==> config.mk <==
export PLATFORM = sky130hd
export DESIGN_NAME = request_timeout_table_top
export DESIGN_NICKNAME = d
export VERILOG_FILES = /design/src/rtl/rtt_pkg.sv /design/src/rtl/rtt_store.sv /design/src/rtl/rtt_eval.sv /design/src/rtl/request_timeout_table_top.sv
export SDC_FILE = /design/constraint.sdc
export NUM_CORES = 2
export LEC_CHECK = 0
export BUFFER_PORTS_ARGS = -buffer_cell sky130_fd_sc_hd__buf_2
export CAP_MARGIN = 20
export CORE_ASPECT_RATIO = 1.1
export CORE_MARGIN = 2
export CORE_UTILIZATION = 62
export CTS_CLUSTER_DIAMETER = 50
export CTS_CLUSTER_SIZE = 40
export DETAILED_ROUTE_END_ITERATION = 8
export PLACE_DENSITY_LB_ADDON = 0.08
export SLEW_MARGIN = 25
export SYNTH_ARGS = -nofsm -noshare
export SYNTH_HDL_FRONTEND = slang
export SYNTH_SLANG_ARGS = --single-unit
export TNS_END_PERCENT = 50
==> constraint.sdc <==
create_clock -name clk -period 9.7 [get_ports clk]
set_input_delay 2.425 -clock clk [delete_from_list [all_inputs] [get_ports clk]]
set_output_delay 2.425 -clock clk [all_outputs]
set_load 0.005 [all_outputs]
==> src/rtl/rtt_pkg.sv <==
// Shared types and constants for the request timeout table.
// No dependencies; imported by every module of the block.
package rtt_pkg;

  localparam int SLOTS  = 32;
  localparam int SLOT_W = (SLOTS > 1) ? $clog2(SLOTS) : 1;
  localparam int CNT_W  = $clog2(SLOTS + 1);

  localparam logic [7:0] CODE_TIMEOUT  = 8'h9A;
  localparam logic [7:0] CODE_CANCEL   = 8'h98;
  localparam logic [7:0] STATUS_FAILED = 8'd2;

  typedef enum logic [1:0] {
    OP_WRITE  = 2'd0,
    OP_EXPIRE = 2'd1,
    OP_CANCEL = 2'd2,
    OP_NONE   = 2'd3
  } rtt_op_t;

  typedef enum logic [1:0] {
    EV_WAITER   = 2'd0,
    EV_CALLBACK = 2'd1,
    EV_IGNORED  = 2'd2,
    EV_DONE     = 2'd3
  } rtt_kind_t;

  typedef enum logic [2:0] {
    ST_IDLE = 3'b001,
    ST_SCAN = 3'b010,
    ST_DONE = 3'b100
  } rtt_state_t;

  typedef struct packed {
    rtt_op_t     op;
    logic [4:0]  slot_index;
    logic [31:0] key;
    logic [7:0]  status;
    logic [31:0] deadline;
    logic        has_waiter;
    logic        has_callback;
    logic [31:0] now;
  } rtt_in_t;

  typedef struct packed {
    rtt_kind_t   event_kind;
    logic [4:0]  slot_number;
    logic [7:0]  error_code;
    logic [31:0] next_deadline;
    logic        deadline_updated;
    logic        last;
  } rtt_out_t;

  // One table entry
  typedef struct packed {
    logic [31:0] key;
    logic [7:0]  status;
    logic [31:0] deadline;
    logic        waiter;
    logic        callback;
  } rtt_row_t;

  // Write port of the table: load a row, or drop an entry
  typedef struct packed {
    logic              wen;
    logic              clr;
    logic [SLOT_W-1:0] addr;
    rtt_row_t          row;
  } rtt_wr_t;

  // Verdict of the compare unit on one entry
  typedef struct packed {
    logic      hit;
    logic      match;
    logic      closer;
    rtt_kind_t kind;
  } rtt_eval_t;

endpackage

==> src/rtl/rtt_store.sv <==
// Slot table storage: one row per slot in a memory, plus a valid bit per slot.
// Depends on rtt_pkg. An entry that is not valid reads as all zero.
module rtt_store (
  input  logic                       clk,
  input  logic                       rst_n,
  input  rtt_pkg::rtt_wr_t           wr,
  input  logic                       rd_en,
  input  logic [rtt_pkg::SLOT_W-1:0] rd_addr,
  output rtt_pkg::rtt_row_t          rd_row
);
  import rtt_pkg::*;

  rtt_row_t             mem [SLOTS];
  logic [SLOTS-1:0]     vld_r;
  rtt_row_t             rd_data_r;
  logic                 rd_vld_r;

  // Write the row array
  always_ff @(posedge clk) begin
    if (wr.wen) begin
      mem[wr.addr] <= wr.row;
    end
  end

  // Track which entries hold written data; reset empties the table
  always_ff @(posedge clk) begin
    if (!rst_n) begin
      vld_r <= '0;
    end else if (wr.wen) begin
      vld_r[wr.addr] <= 1'b1;
    end else if (wr.clr) begin
      vld_r[wr.addr] <= 1'b0;
    end
  end

  // Registered read
  always_ff @(posedge clk) begin
    if (rd_en) begin
      rd_data_r <= mem[rd_addr];
    end
  end

  always_ff @(posedge clk) begin
    if (!rst_n) begin
      rd_vld_r <= 1'b0;
    end else if (rd_en) begin
      rd_vld_r <= vld_r[rd_addr];
    end
  end

  // Mask entries never written or dropped
  assign rd_row = rd_vld_r ? rd_data_r : '0;

endmodule

==> src/rtl/rtt_eval.sv <==
// Shared compare unit: judges one table entry per cycle during a scan.
// Depends on rtt_pkg.
module rtt_eval (
  input  rtt_pkg::rtt_row_t  row,
  input  rtt_pkg::rtt_op_t   op,
  input  logic [31:0]        key,
  input  logic [31:0]        now,
  input  logic [31:0]        best,
  output rtt_pkg::rtt_eval_t res
);
  import rtt_pkg::*;

  logic live;
  logic expired;

  // Compare deadline against now and the running minimum, key against request
  always_comb begin
    live       = (row.status != 8'd0);
    expired    = live && (now >= row.deadline);
    res.match  = (row.key == key);
    res.closer = live && !expired && ((best == 32'd0) || (best > row.deadline));
    res.hit    = (op == OP_CANCEL) ? res.match : expired;
    // Waiter takes precedence over callback
    if (row.waiter) begin
      res.kind = EV_WAITER;
    end else if (row.callback) begin
      res.kind = EV_CALLBACK;
    end else begin
      res.kind = EV_IGNORED;
    end
  end

endmodule

==> src/rtl/request_timeout_table_top.sv <==
// Request timeout table, top level: sequencer around the slot table and compare unit.
// Depends on rtt_pkg, rtt_store and rtt_eval.
//
// Usage:
//   A request is taken at a rising edge with start high and busy low.
//   Op write loads one slot at that edge and leaves busy low; unused op 3
//   is taken and does nothing. Neither gives a result.
//   Op expire walks every slot through the one compare unit, one slot per
//   cycle, reading the table through its registered port. Each timed-out
//   slot gives an event; a done result with the next deadline follows.
//   Op cancel walks the slots the same way and stops at the first key match.
//   Results appear on out_data for one cycle with out_valid high; the
//   receiver cannot stall them. last marks the done result.
//   Each result shows in the cycle after it is formed.
//   Reset (synchronous, active low) empties the table at once, zeroes the
//   next deadline and drops any request in flight.
module request_timeout_table_top (
  input  logic              clk,
  input  logic              rst_n,
  input  logic              start,
  output logic              busy,
  input  rtt_pkg::rtt_in_t  in_data,
  output logic              out_valid,
  output rtt_pkg::rtt_out_t out_data
);
  import rtt_pkg::*;

  rtt_state_t        state_r, state_nxt;
  rtt_op_t           op_r, op_nxt;
  logic [31:0]       key_r, key_nxt;
  logic [31:0]       now_r, now_nxt;
  logic [CNT_W-1:0]  cnt_r, cnt_nxt;
  logic              ev_vld_r, ev_vld_nxt;
  logic [SLOT_W-1:0] ev_idx_r, ev_idx_nxt;
  logic [31:0]       best_r, best_nxt;
  logic              ok_r, ok_nxt;
  logic [31:0]       next_due_r, next_due_nxt;
  logic              out_valid_r, out_valid_nxt;
  rtt_out_t          out_data_r, out_data_nxt;

  logic              accept;
  logic              in_range;
  logic              rd_en;
  logic              stop;
  logic              fire;
  logic              expire_ok;
  logic [7:0]        code;
  rtt_wr_t           wr;
  rtt_row_t          rd_row;
  rtt_eval_t         ev;

  assign busy      = (state_r != ST_IDLE);
  assign accept    = start && !busy;
  assign in_range  = (int'(in_data.slot_index) < SLOTS);
  assign stop      = ev_vld_r && (op_r == OP_CANCEL) && ev.match;
  assign fire      = ev_vld_r && ev.hit;
  assign rd_en     = (state_r == ST_SCAN) && (cnt_r < CNT_W'(SLOTS)) && !stop;
  assign expire_ok = (op_r == OP_EXPIRE) && ok_r;
  assign code      = (op_r == OP_CANCEL) ? CODE_CANCEL : CODE_TIMEOUT;

  rtt_store u_store (
    .clk     (clk),
    .rst_n   (rst_n),
    .wr      (wr),
    .rd_en   (rd_en),
    .rd_addr (cnt_r[SLOT_W-1:0]),
    .rd_row  (rd_row)
  );

  rtt_eval u_eval (
    .row  (rd_row),
    .op   (op_r),
    .key  (key_r),
    .now  (now_r),
    .best (best_r),
    .res  (ev)
  );

  // Table write: load on a write request, mark failed waiters, drop callbacks
  always_comb begin
    wr = '0;
    if (accept && (in_data.op == OP_WRITE) && in_range) begin
      wr.wen          = 1'b1;
      wr.addr         = SLOT_W'(in_data.slot_index);
      wr.row.key      = in_data.key;
      wr.row.status   = in_data.status;
      wr.row.deadline = in_data.deadline;
      wr.row.waiter   = in_data.has_waiter;
      wr.row.callback = in_data.has_callback;
    end else if (fire) begin
      wr.addr = ev_idx_r;
      wr.row  = rd_row;
      if (ev.kind == EV_WAITER) begin
        wr.wen        = 1'b1;
        wr.row.status = STATUS_FAILED;
      end else if (ev.kind == EV_CALLBACK) begin
        wr.clr = 1'b1;
      end
    end
  end

  // Sequencer: start a walk, advance the read pointer, close with a done result
  always_comb begin
    state_nxt    = state_r;
    op_nxt       = op_r;
    key_nxt      = key_r;
    now_nxt      = now_r;
    cnt_nxt      = cnt_r;
    ev_vld_nxt   = rd_en;
    ev_idx_nxt   = cnt_r[SLOT_W-1:0];
    best_nxt     = best_r;
    ok_nxt       = ok_r;
    next_due_nxt = next_due_r;
    case (state_r)
      ST_IDLE: begin
        if (accept && ((in_data.op == OP_EXPIRE) || (in_data.op == OP_CANCEL))) begin
          state_nxt = ST_SCAN;
          op_nxt    = in_data.op;
          key_nxt   = in_data.key;
          now_nxt   = in_data.now;
          cnt_nxt   = '0;
          best_nxt  = '0;
          ok_nxt    = 1'b1;
        end
      end
      ST_SCAN: begin
        if (rd_en) begin
          cnt_nxt = cnt_r + CNT_W'(1);
        end
        if (fire && (op_r == OP_EXPIRE)) begin
          ok_nxt = 1'b0;
        end
        if (ev_vld_r && ev.closer && (op_r == OP_EXPIRE)) begin
          best_nxt = rd_row.deadline;
        end
        // The last slot is judged in the cycle the pointer reaches the end
        if (stop || (cnt_r == CNT_W'(SLOTS))) begin
          state_nxt = ST_DONE;
        end
      end
      ST_DONE: begin
        if (expire_ok) begin
          next_due_nxt = best_r;
        end
        state_nxt = ST_IDLE;
      end
      default: begin
        state_nxt = ST_IDLE;
      end
    endcase
  end

  // Form the next result: an event per hit slot, then the done result
  always_comb begin
    out_valid_nxt = 1'b0;
    out_data_nxt  = '0;
    if (fire) begin
      out_valid_nxt            = 1'b1;
      out_data_nxt.event_kind  = ev.kind;
      out_data_nxt.slot_number = 5'(ev_idx_r);
      out_data_nxt.error_code  = code;
    end else if (state_r == ST_DONE) begin
      out_valid_nxt                 = 1'b1;
      out_data_nxt.event_kind       = EV_DONE;
      out_data_nxt.error_code       = code;
      out_data_nxt.next_deadline    = expire_ok ? best_r : next_due_r;
      out_data_nxt.deadline_updated = expire_ok;
      out_data_nxt.last             = 1'b1;
    end
  end

  // Control registers
  always_ff @(posedge clk) begin
    if (!rst_n) begin
      state_r     <= ST_IDLE;
      cnt_r       <= '0;
      ev_vld_r    <= 1'b0;
      ok_r        <= 1'b1;
      best_r      <= '0;
      next_due_r  <= '0;
      out_valid_r <= 1'b0;
    end else begin
      state_r     <= state_nxt;
      cnt_r       <= cnt_nxt;
      ev_vld_r    <= ev_vld_nxt;
      ok_r        <= ok_nxt;
      best_r      <= best_nxt;
      next_due_r  <= next_due_nxt;
      out_valid_r <= out_valid_nxt;
    end
  end

  // Payload registers
  always_ff @(posedge clk) begin
    op_r       <= op_nxt;
    key_r      <= key_nxt;
    now_r      <= now_nxt;
    ev_idx_r   <= ev_idx_nxt;
    out_data_r <= out_data_nxt;
  end

  assign out_valid = out_valid_r;
  assign out_data  = out_data_r;

endmodule

==> flow_summary.json <==
{
  "synth-edff-count": 2508,
  "required_ps": 10190,
  "crit_fanout": 53,
  "crit_path_end_kind": "flip-flop",
  "die_y_um": 431,
  "synth.cell_area_um2": 103000,
  "cp-start-kind": "flip-flop",
  "std_cell_rows": 156,
  "dieArea_um2": 169000,
  "fin_area_um2": 114000,
  "cap_violations": 0,
  "post_cts_buffers": 0,
  "fmax_mhz": 156,
  "vias_per_cell": 6.81,
  "layout_commonest_cell": "edfxtp_1",
  "synth_cell_types": 69,
  "dp_worst_setup_slack_ps": 3160,
  "area_growth_pct": 10.6,
  "cts_tree": "yes",
  "r2r-end": "u_store.mem[21][71]$_DFFE_PP_",
  "stdcell_count": 7262,
  "reg2reg_from": "u_store.rd_vld_r$_SDFFE_PN0P_",
  "gr-usage-all-layers": 0.293,
  "setup-tns-final_ps": 0,
  "cp_data_arrival_time_ps": 6890,
  "start_util": 0.624,
  "period_needed_ps": 6390,
  "grt_antenna_before_repair": 13,
  "peakVddDrop_v": 0.000198,
  "synth_warnings": 0,
  "placed_cell_area_um2": 107000,
  "worstPathCellList": "inv_1 -> a2bb2oi_1 -> nor4_1 -> nand4_1 -> a21oi_2 -> a31oi_2 -> buf_4 -> nor2_4 -> buf_4 -> buf_4",
  "vias": 49400,
  "drv_slew": 0,
  "post-place-cells": 6916,
  "hold_ws_ps": 453,
  "place_congestion": 0.910,
  "cts_buffer_depth": 3,
  "drive_gt1_frac": 0.311,
  "cp_top_family": "buffers and inverters",
  "nets": 5070,
  "io_buffers": 162,
  "skew_ps": 39.4,
  "overflow": 0,
  "drcViolationCount": 0,
  "io_pins": 167,
  "layout_setup_ws_ps": 3310,
  "p_per_area_nw_per_um2": 186,
  "cts_hold_buf": 0,
  "cts_sinks": 2665,
  "layout_common_cells": "edfxtp_1 (2508), mux4_2 (750), nand2_1 (242), clkbuf_16 (183), buf_2 (162)",
  "slowest_stage": "buf_4",
  "grt_start_max_net_pins": 147,
  "dp_hpwl_um": 136000,
  "cp.depth": 10,
  "hold_path_depth": 2,
  "grt_pass1_wl_um": 350000,
  "cts_root_buf": "clkbuf_16",
  "crit_path_frequent_cell": "buf_4",
  "syn-instance-count": 4645,
  "yosysTopAreaCell": "edfxtp_1",
  "p_total_mw": 21.1,
  "fin_util": 0.691,
  "drt_iter0_drc": 6984,
  "yosysSeqAreaShare": 0.764,
  "critPathKind": "flip-flop to flip-flop",
  "worst_pin_slew_ps": 1080,
  "setup_viol": 0,
  "numCtsBuffers": 179,
  "avgSynthCellArea_um2": 22.1,
  "startpoint": "u_store.rd_vld_r$_SDFFE_PN0P_",
  "p_leak_nw": 38.3,
  "post-route-period-util": 0.659,
  "yosys_most_used_dff": "edfxtp_1",
  "synth_top_area_frac": 0.733,
  "regToRegSetupSlack_ps": 3310,
  "ant_nets": 0,
  "max_slew_margin": 0.278,
  "first_global_vias": 48800,
  "wirelength_um": 242000,
  "hold_viol_final": 0,
  "wl_per_cell_um": 33.4,
  "rsz0062_at_grt": "false",
  "outcome": "finished clean",
  "reg2reg_depth": 10,
  "async_reset_ff_frac": 0,
  "ys_ff_latch": 2665,
  "worstSetupEndpoint": "u_store.mem[21][71]$_DFFE_PP_",
  "max_stage_delay_ps": 860,
  "hold_class": "flip-flop to flip-flop",
  "cts-htree-levels": 4,
  "core_area_um2": 165000,
  "crit_buf_inv": 4,
  "die_w_um": 392,
  "ys_top_cells_by_area": "edfxtp_1 (73%), mux4_2 (16%), dfxtp_1 (3.1%)",
  "cts_resized": 0,
  "clkTransAtPathRegs_ps": 80,
  "drt-pass1-iter-count": 5,
  "insertion_delay_ps": 870
}
layout make-up:
| class | count | area [um^2] |
|---|---|---|
| flip-flops and latches | 2665 | 78500 |
| fillers | 9969 | 50900 |
| multi-input cells | 1712 | 23700 |
| clock buffers | 188 | 4620 |
| well taps | 2212 | 2770 |
| repair buffers | 300 | 2110 |
| clock inverters | 150 | 1860 |
| inverters | 29 | 109 |
| diodes | 6 | 15.0 |
metal layers:
metal / vias to the layer above / routed length [um] / global-route usage
met1: 26500 / 98600 / 0.453
met4: 0 / 5160 / 0.0707
li1: 20100 / - / -
met2: 2544 / 117000 / 0.454
met3: 306 / 21500 / 0.0417
met5: - / 0 / 0
logic make-up after synthesis:
logic type | after synthesis | share of synthesized area
simple gates | 431 | 0.0188
buf+inv | 271 | 0.0103
other cells | 1 | 0.0000365
xor+xnor | 11 | 0.000938
compound gates | 373 | 0.0255
fa+ha+maj | 67 | 0.00816
flops | 2665 | 0.764
mux | 826 | 0.173
power breakdown:
group	total (mW)	leakage [nW]	internal (mW)	switching, mW
logic	0.313	7.71	0.0890	0.224
registers	12.5	27.5	12.5	0.0186
clock network	8.26	3.13	3.95	4.32
Yosys cell counts (all sizes together), types with 3 or more instances:
library cell,n
nand3,17
a21oi,106
a221oi,4
xnor2,7
nand2,244
a21o,14
o21a,27
and3,5
a31o,9
a22o,43
o22ai,5
nand4,14
o21ai,58
edfxtp,2508
o2bb2ai,39
o32a,3
nor4bb,7
nor2b,11
a2111oi,4
nand2b,9
inv,29
o31a,3
o31ai,7
nor3b,4
or3,3
nor4,22
a211oi,3
a31oi,12
ha,67
a2bb2oi,6
mux4,750
nor2,73
dfxtp,157
or4,3
buf,82
clkbuf,160
xor2,4
a21boi,20
mux2,74
nor3,11
and2,3
how the worst min path moves through the flow:
stage / from / endpoint / slack [ps]
2_1_floorplan: cnt_r[3]$_SDFFE_PN0P_ / ev_idx_r[3]$_DFF_P_ / 330
3_3_place_gp: flip-flop / flip-flop / 440
3_5_place_dp: flip-flop / flip-flop / 440
4_1_cts: next_due_r[11]$_SDFFE_PN0P_ / out_data[13]$_SDFF_PP0_ / 450
5_1_grt: next_due_r[22]$_SDFFE_PN0P_ / out_data[24]$_SDFF_PP0_ / 470
6_report: flip-flop / flip-flop / 450
worst min-delay path, delay by kind of cell, from the launching register on:
kind / cells / cell delay [ps]
simple gates: 1 / 50
flops: 1 / 320
compound gates: 1 / 50
sequential cells by signal (all words and copies together), names as in the netlist, named ones only:
signal / cells
out_valid: 1
u_store.mem: 2368
ok_r: 1
state_r: 3
ev_idx_r: 5
key_r: 32
op_r: 2
cnt_r: 6
best_r: 32
u_store.rd_vld_r: 1
u_store.rd_data_r: 74
out_data: 43
ev_vld_r: 1
now_r: 32
next_due_r: 32
(Power assumes the default switching activity.)
